[src/hw/rtl/mdt_pkg.sv]
// Shared types, constants and helpers for the multi-slot deadline timer.
`default_nettype none

package mdt_pkg;

    localparam int SLOTS_DEF      = 16;
    localparam int MAX_FIRES      = 16;
    localparam int SLOTS_IN_USE_RST = 16;
    localparam int PADDR_W        = 3;
    localparam int S_TDATA_W      = 40;
    localparam int M_TDATA_W      = 40;

    // Register word index on the APB port
    localparam logic REG_SLOTS_IN_USE = 1'b0;

    typedef enum logic [1:0] {
        REQ_START = 2'd0,
        REQ_STOP  = 2'd1,
        REQ_TICK  = 2'd2
    } req_t;

    typedef enum logic [1:0] {
        ST_IDLE,
        ST_SCAN,
        ST_SUM
    } state_t;

    typedef struct packed {
        logic        active;
        logic [31:0] due;
    } slot_t;

    // Control from the head of the ring to the cells
    typedef struct packed {
        logic  shift;
        slot_t fill;
    } ring_ctl_t;

    // Wraparound-safe test: the due time has been reached at time now
    function automatic logic reached(input logic [31:0] now, input logic [31:0] due);
        logic [31:0] diff;
        diff = now - due;
        return !diff[31];
    endfunction

endpackage

`default_nettype wire

[src/hw/rtl/mdt_cell.sv]
// One timer slot cell of the rotating ring.
`default_nettype none

module mdt_cell
    import mdt_pkg::*;
(
    input  wire logic  aclk,
    input  wire logic  aresetn,
    input  wire logic  shift,
    input  wire slot_t d,
    output slot_t      q
);

    slot_t slot_reg;

    always_ff @(posedge aclk) begin
        if (!aresetn) begin
            slot_reg <= '0;
        end else if (shift) begin
            slot_reg <= d;
        end
    end

    assign q = slot_reg;

endmodule

`default_nettype wire

[src/hw/rtl/mdt_head.sv]
// Request sequencer: processes the slot at the head of the ring and drives results.
`default_nettype none

module mdt_head
    import mdt_pkg::*;
#(
    parameter  int SLOTS = SLOTS_DEF,
    localparam int IDX_W = (SLOTS > 1) ? $clog2(SLOTS) : 1
) (
    input  wire logic                 aclk,
    input  wire logic                 aresetn,
    // request channel: tuser = req_type; tdata = slot_id[7:0], delay_ticks[39:8]
    input  wire logic                 s_tvalid,
    output logic                      s_tready,
    input  wire logic [1:0]           s_tuser,
    input  wire logic [S_TDATA_W-1:0] s_tdata,
    input  wire logic [4:0]           slots_in_use,
    input  wire slot_t                head,
    output ring_ctl_t                 ring,
    // result channel: tuser = fired_valid;
    // tdata = fired_id[3:0], rejected[4], have_due[5], next_delay[37:6], zero[39:38]
    output logic                      m_tvalid,
    input  wire logic                 m_tready,
    output logic                      m_tuser,
    output logic [M_TDATA_W-1:0]      m_tdata,
    output logic                      m_tlast
);

    state_t      state_reg, state_next;
    req_t        req_reg;
    logic [7:0]  id_reg;
    logic [31:0] due_start_reg;
    logic [31:0] now_reg;
    logic [4:0]  cnt_reg;
    logic        rej_reg;
    logic [IDX_W-1:0] step_reg;
    logic [4:0]  fires_reg;
    logic        have_reg;
    logic [31:0] cand_reg;

    logic        out_valid_reg;
    logic        out_fired_reg;
    logic [3:0]  out_id_reg;
    logic        out_rej_reg;
    logic        out_have_reg;
    logic [31:0] out_nd_reg;
    logic        out_last_reg;

    logic        accept;
    logic [4:0]  eff_cnt;
    logic        out_free;
    logic        in_range;
    logic        hit;
    logic        fire;
    logic        advance;
    logic        last_step;
    logic        take;
    logic        sum_load;
    logic [31:0] nd_sum;
    slot_t       slot_new;

    // Clamp the configured count to the ring length
    assign eff_cnt  = (7'(slots_in_use) < 7'(SLOTS)) ? slots_in_use : 5'(SLOTS);
    assign accept   = s_tvalid && s_tready;
    assign out_free = !out_valid_reg || m_tready;

    assign in_range  = 8'(step_reg) < 8'(cnt_reg);
    assign hit       = in_range && (8'(step_reg) == id_reg);
    assign last_step = step_reg == IDX_W'(SLOTS - 1);

    assign fire = (state_reg == ST_SCAN) && (req_reg == REQ_TICK) && in_range &&
                  head.active && reached(now_reg, head.due) &&
                  (fires_reg < 5'(MAX_FIRES));

    // Hold the ring while a fired result cannot be placed
    assign advance = (state_reg == ST_SCAN) && !(fire && !out_free);

    always_comb begin
        slot_new = head;
        if (req_reg == REQ_START && hit) begin
            slot_new.active = 1'b1;
            slot_new.due    = due_start_reg;
        end
        if ((req_reg == REQ_STOP && hit) || fire) begin
            slot_new.active = 1'b0;
        end
    end

    // Later slot wins a tie
    assign take = in_range && slot_new.active &&
                  (!have_reg || reached(cand_reg, slot_new.due));

    assign nd_sum   = (have_reg && !reached(now_reg, cand_reg)) ? (cand_reg - now_reg) : '0;
    assign sum_load = (state_reg == ST_SUM) && out_free;

    always_comb begin
        state_next = state_reg;
        case (state_reg)
            ST_IDLE: begin
                if (s_tvalid) state_next = ST_SCAN;
            end
            ST_SCAN: begin
                if (advance && last_step) state_next = ST_SUM;
            end
            ST_SUM: begin
                if (out_free) state_next = ST_IDLE;
            end
            default: state_next = ST_IDLE;
        endcase
    end

    always_comb begin
        s_tready   = (state_reg == ST_IDLE);
        ring.shift = advance;
        ring.fill  = slot_new;
    end

    always_ff @(posedge aclk) begin
        if (!aresetn) begin
            state_reg     <= ST_IDLE;
            now_reg       <= '0;
            step_reg      <= '0;
            fires_reg     <= '0;
            have_reg      <= 1'b0;
            out_valid_reg <= 1'b0;
        end else begin
            state_reg <= state_next;
            if (accept) begin
                if (req_t'(s_tuser) == REQ_TICK) now_reg <= now_reg + 32'd1;
                step_reg  <= '0;
                fires_reg <= '0;
                have_reg  <= 1'b0;
            end else if (advance) begin
                step_reg <= last_step ? '0 : step_reg + 1'b1;
                if (fire) fires_reg <= fires_reg + 5'd1;
                if (take) have_reg <= 1'b1;
            end
            if ((fire && advance) || sum_load) begin
                out_valid_reg <= 1'b1;
            end else if (m_tready) begin
                out_valid_reg <= 1'b0;
            end
        end
    end

    always_ff @(posedge aclk) begin
        if (accept) begin
            req_reg       <= req_t'(s_tuser);
            id_reg        <= s_tdata[7:0];
            due_start_reg <= now_reg + s_tdata[39:8];
            cnt_reg       <= eff_cnt;
            rej_reg       <= (s_tuser inside {REQ_START, REQ_STOP}) &&
                             (s_tdata[7:0] >= 8'(eff_cnt));
        end
        if (advance && take) cand_reg <= slot_new.due;
        if (fire && advance) begin
            out_fired_reg <= 1'b1;
            out_id_reg    <= 4'(step_reg);
            out_rej_reg   <= 1'b0;
            out_have_reg  <= 1'b0;
            out_nd_reg    <= '0;
            out_last_reg  <= 1'b0;
        end else if (sum_load) begin
            out_fired_reg <= 1'b0;
            out_id_reg    <= '0;
            out_rej_reg   <= rej_reg;
            out_have_reg  <= have_reg;
            out_nd_reg    <= nd_sum;
            out_last_reg  <= 1'b1;
        end
    end

    assign m_tvalid = out_valid_reg;
    assign m_tuser  = out_fired_reg;
    assign m_tdata  = {2'b00, out_nd_reg, out_have_reg, out_rej_reg, out_id_reg};
    assign m_tlast  = out_last_reg;

    a_ring_home: assert property (@(posedge aclk) disable iff (!aresetn)
        (state_reg == ST_IDLE) |-> (step_reg == '0))
        else $error("ring not back in place when idle");

    a_fire_cap: assert property (@(posedge aclk) disable iff (!aresetn)
        fires_reg <= 5'(MAX_FIRES))
        else $error("too many expiries in one tick");

    a_stall_hold: assert property (@(posedge aclk) disable iff (!aresetn)
        (state_reg == ST_SCAN && !advance) |=> ($stable(step_reg) && state_reg == ST_SCAN))
        else $error("ring moved while a fired result was blocked");

    a_fire_tick: assert property (@(posedge aclk) disable iff (!aresetn)
        (fire && advance) |-> (req_reg == REQ_TICK && out_free))
        else $error("expiry outside a tick or into a full output register");

endmodule

`default_nettype wire

[src/hw/rtl/multi_slot_deadline_timer_top.sv]
// Top level of the multi-slot deadline timer: APB register, slot ring and sequencer.
//
// Usage: requests enter on the s_ stream (tuser = request kind: start, stop, tick;
// tdata = slot id and delay). Each request yields zero or more expiry results
// (m_tuser high, one per fired slot in slot order) followed by one summary result
// with m_tlast high, carrying the reject flag and the delay to the earliest deadline.
// The slots sit in a ring of SLOTS cells that rotates one place per cycle past a
// single processing head during a scan, unless a stall holds it. The summary is
// loaded once the ring has passed all SLOTS cells, and the next request is taken
// once the summary is in the output register, so no new request is taken before
// the last one is summarised. A stalled receiver holds the ring whenever an expiry
// result is waiting for space, and holds the sequencer before the summary.
// The APB register slots_in_use (byte address 0) limits which slots are addressed and
// scanned; write it only while the block is idle. Reset clears the tick clock, all
// slots and the output register, and sets slots_in_use to 16; no clearing pass runs.
`default_nettype none

module multi_slot_deadline_timer_top
    import mdt_pkg::*;
#(
    parameter int SLOTS = SLOTS_DEF
) (
    input  wire logic                 aclk,
    input  wire logic                 aresetn,
    // tuser = req_type[1:0]
    input  wire logic                 s_tvalid,
    output logic                      s_tready,
    input  wire logic [1:0]           s_tuser,
    // tdata = slot_id[7:0], delay_ticks[39:8]
    input  wire logic [S_TDATA_W-1:0] s_tdata,
    output logic                      m_tvalid,
    input  wire logic                 m_tready,
    // tuser = fired_valid
    output logic                      m_tuser,
    // tdata = fired_id[3:0], rejected[4], have_due[5], next_delay[37:6], zero[39:38]
    output logic [M_TDATA_W-1:0]      m_tdata,
    output logic                      m_tlast,
    input  wire logic                 psel,
    input  wire logic                 penable,
    input  wire logic                 pwrite,
    input  wire logic [PADDR_W-1:0]   paddr,
    input  wire logic [31:0]          pwdata,
    output logic [31:0]               prdata,
    output logic                      pready
);

    logic [4:0] slots_in_use_reg;
    logic       reg_sel;
    ring_ctl_t  ring;
    slot_t      cell_q [SLOTS];

    assign pready  = 1'b1;
    assign reg_sel = paddr[PADDR_W-1:2] == REG_SLOTS_IN_USE;
    assign prdata  = reg_sel ? 32'(slots_in_use_reg) : '0;

    always_ff @(posedge aclk) begin
        if (!aresetn) begin
            slots_in_use_reg <= 5'(SLOTS_IN_USE_RST);
        end else if (psel && penable && pwrite && pready && reg_sel) begin
            slots_in_use_reg <= pwdata[4:0];
        end
    end

    // Rotate towards cell 0; the head's processed slot re-enters at the far end
    for (genvar i = 0; i < SLOTS; i++) begin : g_cell
        slot_t cell_d;
        if (i == SLOTS - 1) begin : g_tail
            assign cell_d = ring.fill;
        end else begin : g_mid
            assign cell_d = cell_q[i + 1];
        end
        mdt_cell u_cell (
            .aclk    (aclk),
            .aresetn (aresetn),
            .shift   (ring.shift),
            .d       (cell_d),
            .q       (cell_q[i])
        );
    end

    mdt_head #(
        .SLOTS (SLOTS)
    ) u_head (
        .aclk         (aclk),
        .aresetn      (aresetn),
        .s_tvalid     (s_tvalid),
        .s_tready     (s_tready),
        .s_tuser      (s_tuser),
        .s_tdata      (s_tdata),
        .slots_in_use (slots_in_use_reg),
        .head         (cell_q[0]),
        .ring         (ring),
        .m_tvalid     (m_tvalid),
        .m_tready     (m_tready),
        .m_tuser      (m_tuser),
        .m_tdata      (m_tdata),
        .m_tlast      (m_tlast)
    );

endmodule

`default_nettype wire
[config.mk]
export PLATFORM = sky130hd
export DESIGN_NAME = multi_slot_deadline_timer_top
export DESIGN_NICKNAME = d
export VERILOG_FILES = /design/src/hw/rtl/mdt_pkg.sv /design/src/hw/rtl/mdt_cell.sv /design/src/hw/rtl/mdt_head.sv /design/src/hw/rtl/multi_slot_deadline_timer_top.sv
export SDC_FILE = /design/constraint.sdc
export NUM_CORES = 2
export LEC_CHECK = 0
export BUFFER_PORTS_ARGS = -buffer_cell sky130_fd_sc_hd__buf_2
export CORE_ASPECT_RATIO = 1.1
export CORE_MARGIN = 1
export CORE_UTILIZATION = 60
export DETAILED_ROUTE_END_ITERATION = 8
export GPL_ROUTABILITY_DRIVEN = 0
export PLACE_DENSITY = 0.87
export REMOVE_ABC_BUFFERS = 1
export SYNTH_ARGS = -nofsm -noshare
export SYNTH_HDL_FRONTEND = slang
export SYNTH_SLANG_ARGS = --single-unit
[constraint.sdc]
create_clock -name aclk -period 8.55 [get_ports aclk]
set_clock_uncertainty 0.2 [all_clocks]
set_input_delay 0.4275 -clock aclk [delete_from_list [all_inputs] [get_ports aclk]]
set_output_delay 0.4275 -clock aclk [all_outputs]
set_load 0.02 [all_outputs]
Yosys cells after proc, flatten, opt, wreduce, memory -nomap -nowiden
Cells that the tools add are included.

cells by class
  eq/ne operators = 11
  $lt $le $gt $ge = 4
  add/subtract/negate cells = 8
  reductions and logical operators = 43
  bitwise logic cells = 2
  mux-type cells = 14

operators by type and width
  operator                                        count
  subtractor 32 bit                               4
  2-to-1 mux 33 bit                               1
  adder 32 x 1 -> 32 bit (second input constant)  1
  adder 32 bit                                    1
  2-to-1 mux 32 bit                               1
  logical AND 1 bit                               22
  2-to-1 mux 4 bit                                3
  < comparator 5 bit (second input constant)      2
  2-to-1 mux 5 bit                                2
  == test 4 x 8 -> 1 bit                          1
  greater-or-equal comparator 8 x 5 -> 1 bit      1
  == test 2 x 1 -> 1 bit (second input constant)  3
  == test 2 bit (second input constant)           3
  logical NOT 1 bit                               6
  logical NOT 2 bit                               3
  2-to-1 mux 2 bit                                3
  case mux 2 bit (3 select lines)                 1
  AND reduction 2 bit                             3
  nonzero test 2 bit                              3
  adder 5 x 1 -> 5 bit (second input constant)    1
  < comparator 4 x 5 -> 1 bit                     1
  adder 4 x 1 -> 4 bit (second input constant)    1
  == test 4 bit (second input constant)           1
  logical OR 1 bit                                4
  6 further kinds                                 10

word-level totals
  logic and storage cells = 133
  register bits after elaboration = 698

Depth between registers and ports, before layout
  depth in word-level cells = 12
  mapped depth = 18

Modules after synthesis
A second synthesis with hierarchy kept.

unflattened totals
  cell total of the unflattened synthesis = 3,028
  area, all modules = 32,866.5 µm²

by module, submodules not included
  module                         cells each  instances  area each (µm²)  sequential area each (µm²)
  mdt_cell                       106         16         1,280.0          660.6
  mdt_head                       1,274       1          11,907.7         4,144.0
  multi_slot_deadline_timer_top  58          1          479.2            100.1

Worst setup path after synthesis
Ideal clock, no wire load.

  path kind = register to register
  start point = register u_head.id_reg[5]
  end point = register u_head.cand_reg[0], enable pin
  setup slack = 2.110 ns
  clock period less this slack = 6.440 ns
  arrival = 5.779 ns
  stages on the path, launching flop included = 17
  library setup time = 0.461 ns
  required time = 7.889 ns
  path through = edfxtp_1 > or4_1 > nor4_1 > nand3_1 > a211oi_1 > buf_2 > buf_1 > nor2_1 > a21oi_1 > ha_1 > a211o_1 > a221oi_1 > o21ai_0 > a311oi_1 > o41ai_1 > o211a_1 > nor3_1

between the ends
  longest elaborated chain between the ends = 9
  elaborated cells between the ends (all ways) = 13
  classes of those cells = 1 x add/sub; 1 x eq/ne; 2 x mux; 9 x reduce/logical

RTL lines
  item                        line             RTL
  start: declaration          mdt_head.sv:31   logic [7:0] id_reg;
  start signal: assignment    mdt_head.sv:149  id_reg <= s_tdata[7:0];
  == test 4 x 8 -> 1 bit (*)  mdt_head.sv:68   assign hit = in_range && (8'(step_reg) == id_reg);
  logical AND 1 bit (*)       mdt_head.sv:68
  logical AND 1 bit           mdt_head.sv:80   if (req_reg == REQ_START && hit) begin
  2-to-1 mux 33 bit           mdt_head.sv:80
  subtractor 32 bit           mdt_pkg.sv:42    diff = now - due;
  logical NOT 1 bit           mdt_pkg.sv:43    return !diff[31];
  logical OR 1 bit            mdt_head.sv:91   (!have_reg || reached(cand_reg, slot_new.due));
  logical AND 1 bit (*)       mdt_head.sv:90   assign take = in_range && slot_new.active &&
  logical AND 1 bit (*)       mdt_head.sv:155  if (advance && take) cand_reg <= slot_new.due;
  end signal: assignment      mdt_head.sv:155
  end: declaration            mdt_head.sv:39   logic [31:0] cand_reg;

Mark *: on every way between the ends. The rest lies on a longest branch, timed or not.
A chain may end at the register's enable or synchronous reset.

Final worst setup path
  start point = register u_head.id_reg[4]
  end point = register u_head.cand_reg[0], enable pin

The elaborated chain is that of the path after synthesis.

==> flow_summary.yaml <==
critical_path:
  end_kind: "register"
  arrival_ns: 6.26
  critPathKind: "reg2reg"
  crit_path_top_delay_cell: "buf_4"
  worstPathMaxFanout: 64
  critPathBufInv: 2
  reg2reg_to: "u_head.cand_reg[0]$_DFFE_PP_"
  reg2reg_slack_ns: 2.36
  path_cells: "or4_1 -> nor4_1 -> nand3_1 -> a211oi_4 -> buf_4 -> nor2_1 -> a21oi_1 -> ha_1 -> a21o_1 -> a21o_1 -> a211oi_1 -> o21bai_1 -> a21oi_1 -> o22ai_1 -> o211a_1 -> nor3_2 -> buf_4"
  reg2reg_from: "u_head.id_reg[4]$_DFFE_PP_"
  path_delay_family: "compound AO/OA/AOI/OAI gates"
  reg2reg_depth: 17
  start_kind: "register"
  slowest_delay_ns: 0.62
  required_ns: 8.61
logic_synthesis:
  yosysTopAreaCell: "dfxtp_1"
  async_reset_ff_share_pct: 0
  synthDistinctLibCells: 75
  synth_cells: 3761
  syn_avg_cell_area_um2: 8.48
  ys_seq_area_share_pct: 46.5
  synth_ff_type: "dfxtp_1"
  synth_top_area_share_pct: 38.6
  ys_ff_latch: 698
  post_synth_instance_area_um2: 31900
  synthTopCellsByArea: "dfxtp_1, a21oi_1, o21ai_0, nand3_1, edfxtp_1"
  synth_edf_count: 84
  yosys_warnings: 0
global_route:
  grt_pass1_wl_um: 123000
  grt_max_degree: 256
  grt-ovfl-total: 0
  grt_pass1_vias: 25100
  grt_usage_pct: 27.0
  antenna_found_initial: 1
placement:
  portBuffers: 101
  place_area_um2: 32100
  dpl.hpwl_um: 43700
die:
  core_area_um2: 52400
  fp.dieW_um: 222
  start_util_pct: 60.8
  io_pins: 161
  num_rows: 88
  die_area_um2: 54100
  die_h_um: 244
timing:
  rsz0062_at_grt: "no"
  tns_ns: 0
  period_share_pct: 72.4
  setup_viol: 0
  maxSlewViolCount: 0
  max_freq_ghz: 0.161
  fin_crit_ns: 6.19
  tightest_slew_ns: 1.20
  final-hold-violation-count: 0
  relSlewSlack_pct: 19.7
layout:
  largest_register_ffs: 528
  drive_above_1_share_pct: 6.62
  syn2layout_area_growth_pct: 8.29
  nFillCells: 4058
  fin_nets: 3895
  fin_area_um2: 34500
clock_tree:
  post-cts-setup-buffers: 0
  htreeDepth: 3
  cts_resized: 0
  numCtsBuffers: 71
  clock_sinks: 698
  worstSkewPairLatency_ns: 0.61
  cts_max_path_buffers: 3
  clk_pin_slew_ns: 0.06
  root_buffer: "clkbuf_16"
  cts_tree: "yes"
detailed_routing:
  antenna_left: 0
  drt_iter0_markers: 3113
  drc: 0
  drt-pass1-iter-count: 6
  wirelength_um: 75700
  viasPerCell: 6.26
  post_drt_wl_per_cell_um: 17.3
  vias: 27400
hold_path:
  whs_path_depth: 2
  min-delay-start: "aresetn"
  hold_end: "u_head.now_reg[22]$_SDFFE_PN0P_"
  hold_class: "in2reg"
pwr:
  power_frac_seq_pct: 50.4
  clkPwrFrac_pct: 45.2
  ir_drop_mv: 0.152
  total_leakage_power_uw: 0.0125
  p_int_uw: 5150
  power_switching_uw: 1520
  swShare_pct: 22.8
  powerDensity_nw_per_um2: 193
  power_frac_comb_pct: 4.4
run_status:
  status: "complete, no violations"
job:
  max_cap_viol_count: 0
-- placed cells by master, fill, tap and decap left out, types with 65 or more instances in the layout --
cell / n
o21ai_0: 546
edfxtp_1: 84
clkbuf_16: 74
dfxtp_1: 614
xnor2_1: 65
a21oi_1: 659
inv_1: 154
ha_1: 164
nor2_1: 123
buf_2: 101
nand3_1: 527
nand2_1: 89
-- synthesized netlist by cell type, drive strengths merged, types with 3 or more instances --
master  count
o211ai      9
or3         9
a21oi     660
buf       136
and4        8
a211oi     42
nand4      23
a21boi      4
a211o       3
a22o       23
inv       155
nor4        9
nor4b       4
and2       14
edfxtp     84
a31o        3
o31ai       5
clkbuf    221
nand3     527
nor2b      18
ha        164
nand2b     10
a221oi      5
nand2      89
o21a       17
mux2i       8
o22ai       4
nor2      125
a41oi       4
o21bai     10
and3       10
nor3       19
a31oi       7
xnor2      65
a21o       38
xor2       26
dfxtp     614
o21ai     547
or2         4
-- power groups by stage --
stage,registers (µW),logic (µW),clock network (µW)
detailed placement,3440,278,0
finish,3370,291,3020
CTS,3360,286,3050
floorplan,3430,201,0
global route,3370,316,3190
global placement,3440,278,0
-- how the worst max path moves through the flow --
stage	cells after the start	from	endpoint	slack, ns
floorplan	2	u_head.state_reg[1]$_SDFFE_PN0P_	u_head.state_reg[0]$_SDFFE_PN0P_	-11.19
global placement	17	u_head.id_reg[5]$_DFFE_PP_	u_head.cand_reg[7]$_DFFE_PP_	2.75
global route	17	u_head.id_reg[5]$_DFFE_PP_	u_head.cand_reg[0]$_DFFE_PP_	2.05
CTS	17	u_head.id_reg[5]$_DFFE_PP_	u_head.cand_reg[0]$_DFFE_PP_	2.57
detailed placement	17	u_head.id_reg[5]$_DFFE_PP_	u_head.cand_reg[8]$_DFFE_PP_	2.60
finish	17	u_head.id_reg[4]$_DFFE_PP_	u_head.cand_reg[0]$_DFFE_PP_	2.36
-- stage by stage --
| step | util (%) | hold WS, ns | cells | setup slack, ns | total power, µW |
|---|---|---|---|---|---|
| finish | 65.9 | 0.0738 | 4375 | 2.36 | 6680 |
| global route | 65.9 | 0.0550 | 4375 | 2.05 | 6870 |
| CTS | 65.9 | 0.0360 | 4374 | 2.57 | 6700 |
| detailed placement | 61.2 | 0.251 | 4230 | 2.60 | 3710 |
| global placement | 61.2 | 0.231 | 4230 | 2.75 | 3710 |
| floorplan | - | 0.231 | 3432 | -11.19 | 3630 |
-- worst reg2reg max path, stage by stage (launching register included) --
cell and delay, ns:
edfxtp_1 0.37, or4_1 0.52, nor4_1 0.44, nand3_1 0.23, a211oi_4 0.24, buf_4 0.62
nor2_1 0.13, a21oi_1 0.28, ha_1 0.30, a21o_1 0.16, a21o_1 0.18, a211oi_1 0.23
o21bai_1 0.10, a21oi_1 0.35, o22ai_1 0.17, o211a_1 0.26, nor3_2 0.62, buf_4 0.46
-- cells by family (layout without fill, tap and decap cells) --
logic type                 after synthesis  in the layout  synth area share, %
adders and majority gates              166            166                 6.56
other                                    2             31               0.0236
xor gates and xnor gates                91             91                 2.50
AOI/OAI and AO/OA                     1405           1405                 23.9
DFF                                    698            698                 46.5
and+or+nand+nor                        877            877                 13.6
buffers and inverters                  513            423                 6.67
muxes                                    9              9                0.287
-- layout make-up --
class                      instances  area [µm²]  area share [%]
clock inverter                    13         115           0.333
sequential                       698       14800            42.9
tap                              675         845            2.45
clock buffer                     114        2130            6.18
inverter                         156         593            1.72
timing repair buffer             140         928            2.69
multi-input combinational       2578       15100            43.7
antenna                            1        2.50         0.00725
-- layer usage --
metal  up-vias  track usage (%)  share of wire (%)
li1      13100                -                  -
met1     13200             35.4                 42
met2       946             43.7                 48
met3       187             4.18                6.2
met4         0             12.7                4.0
met5         -                0                  0
-- timing repair --
item                       CTS  global route
setup endpoints to repair    0             0
hold buffers                17             0
hold endpoints to repair    17             0
Note: power is estimated with default switching activity, not from simulation.
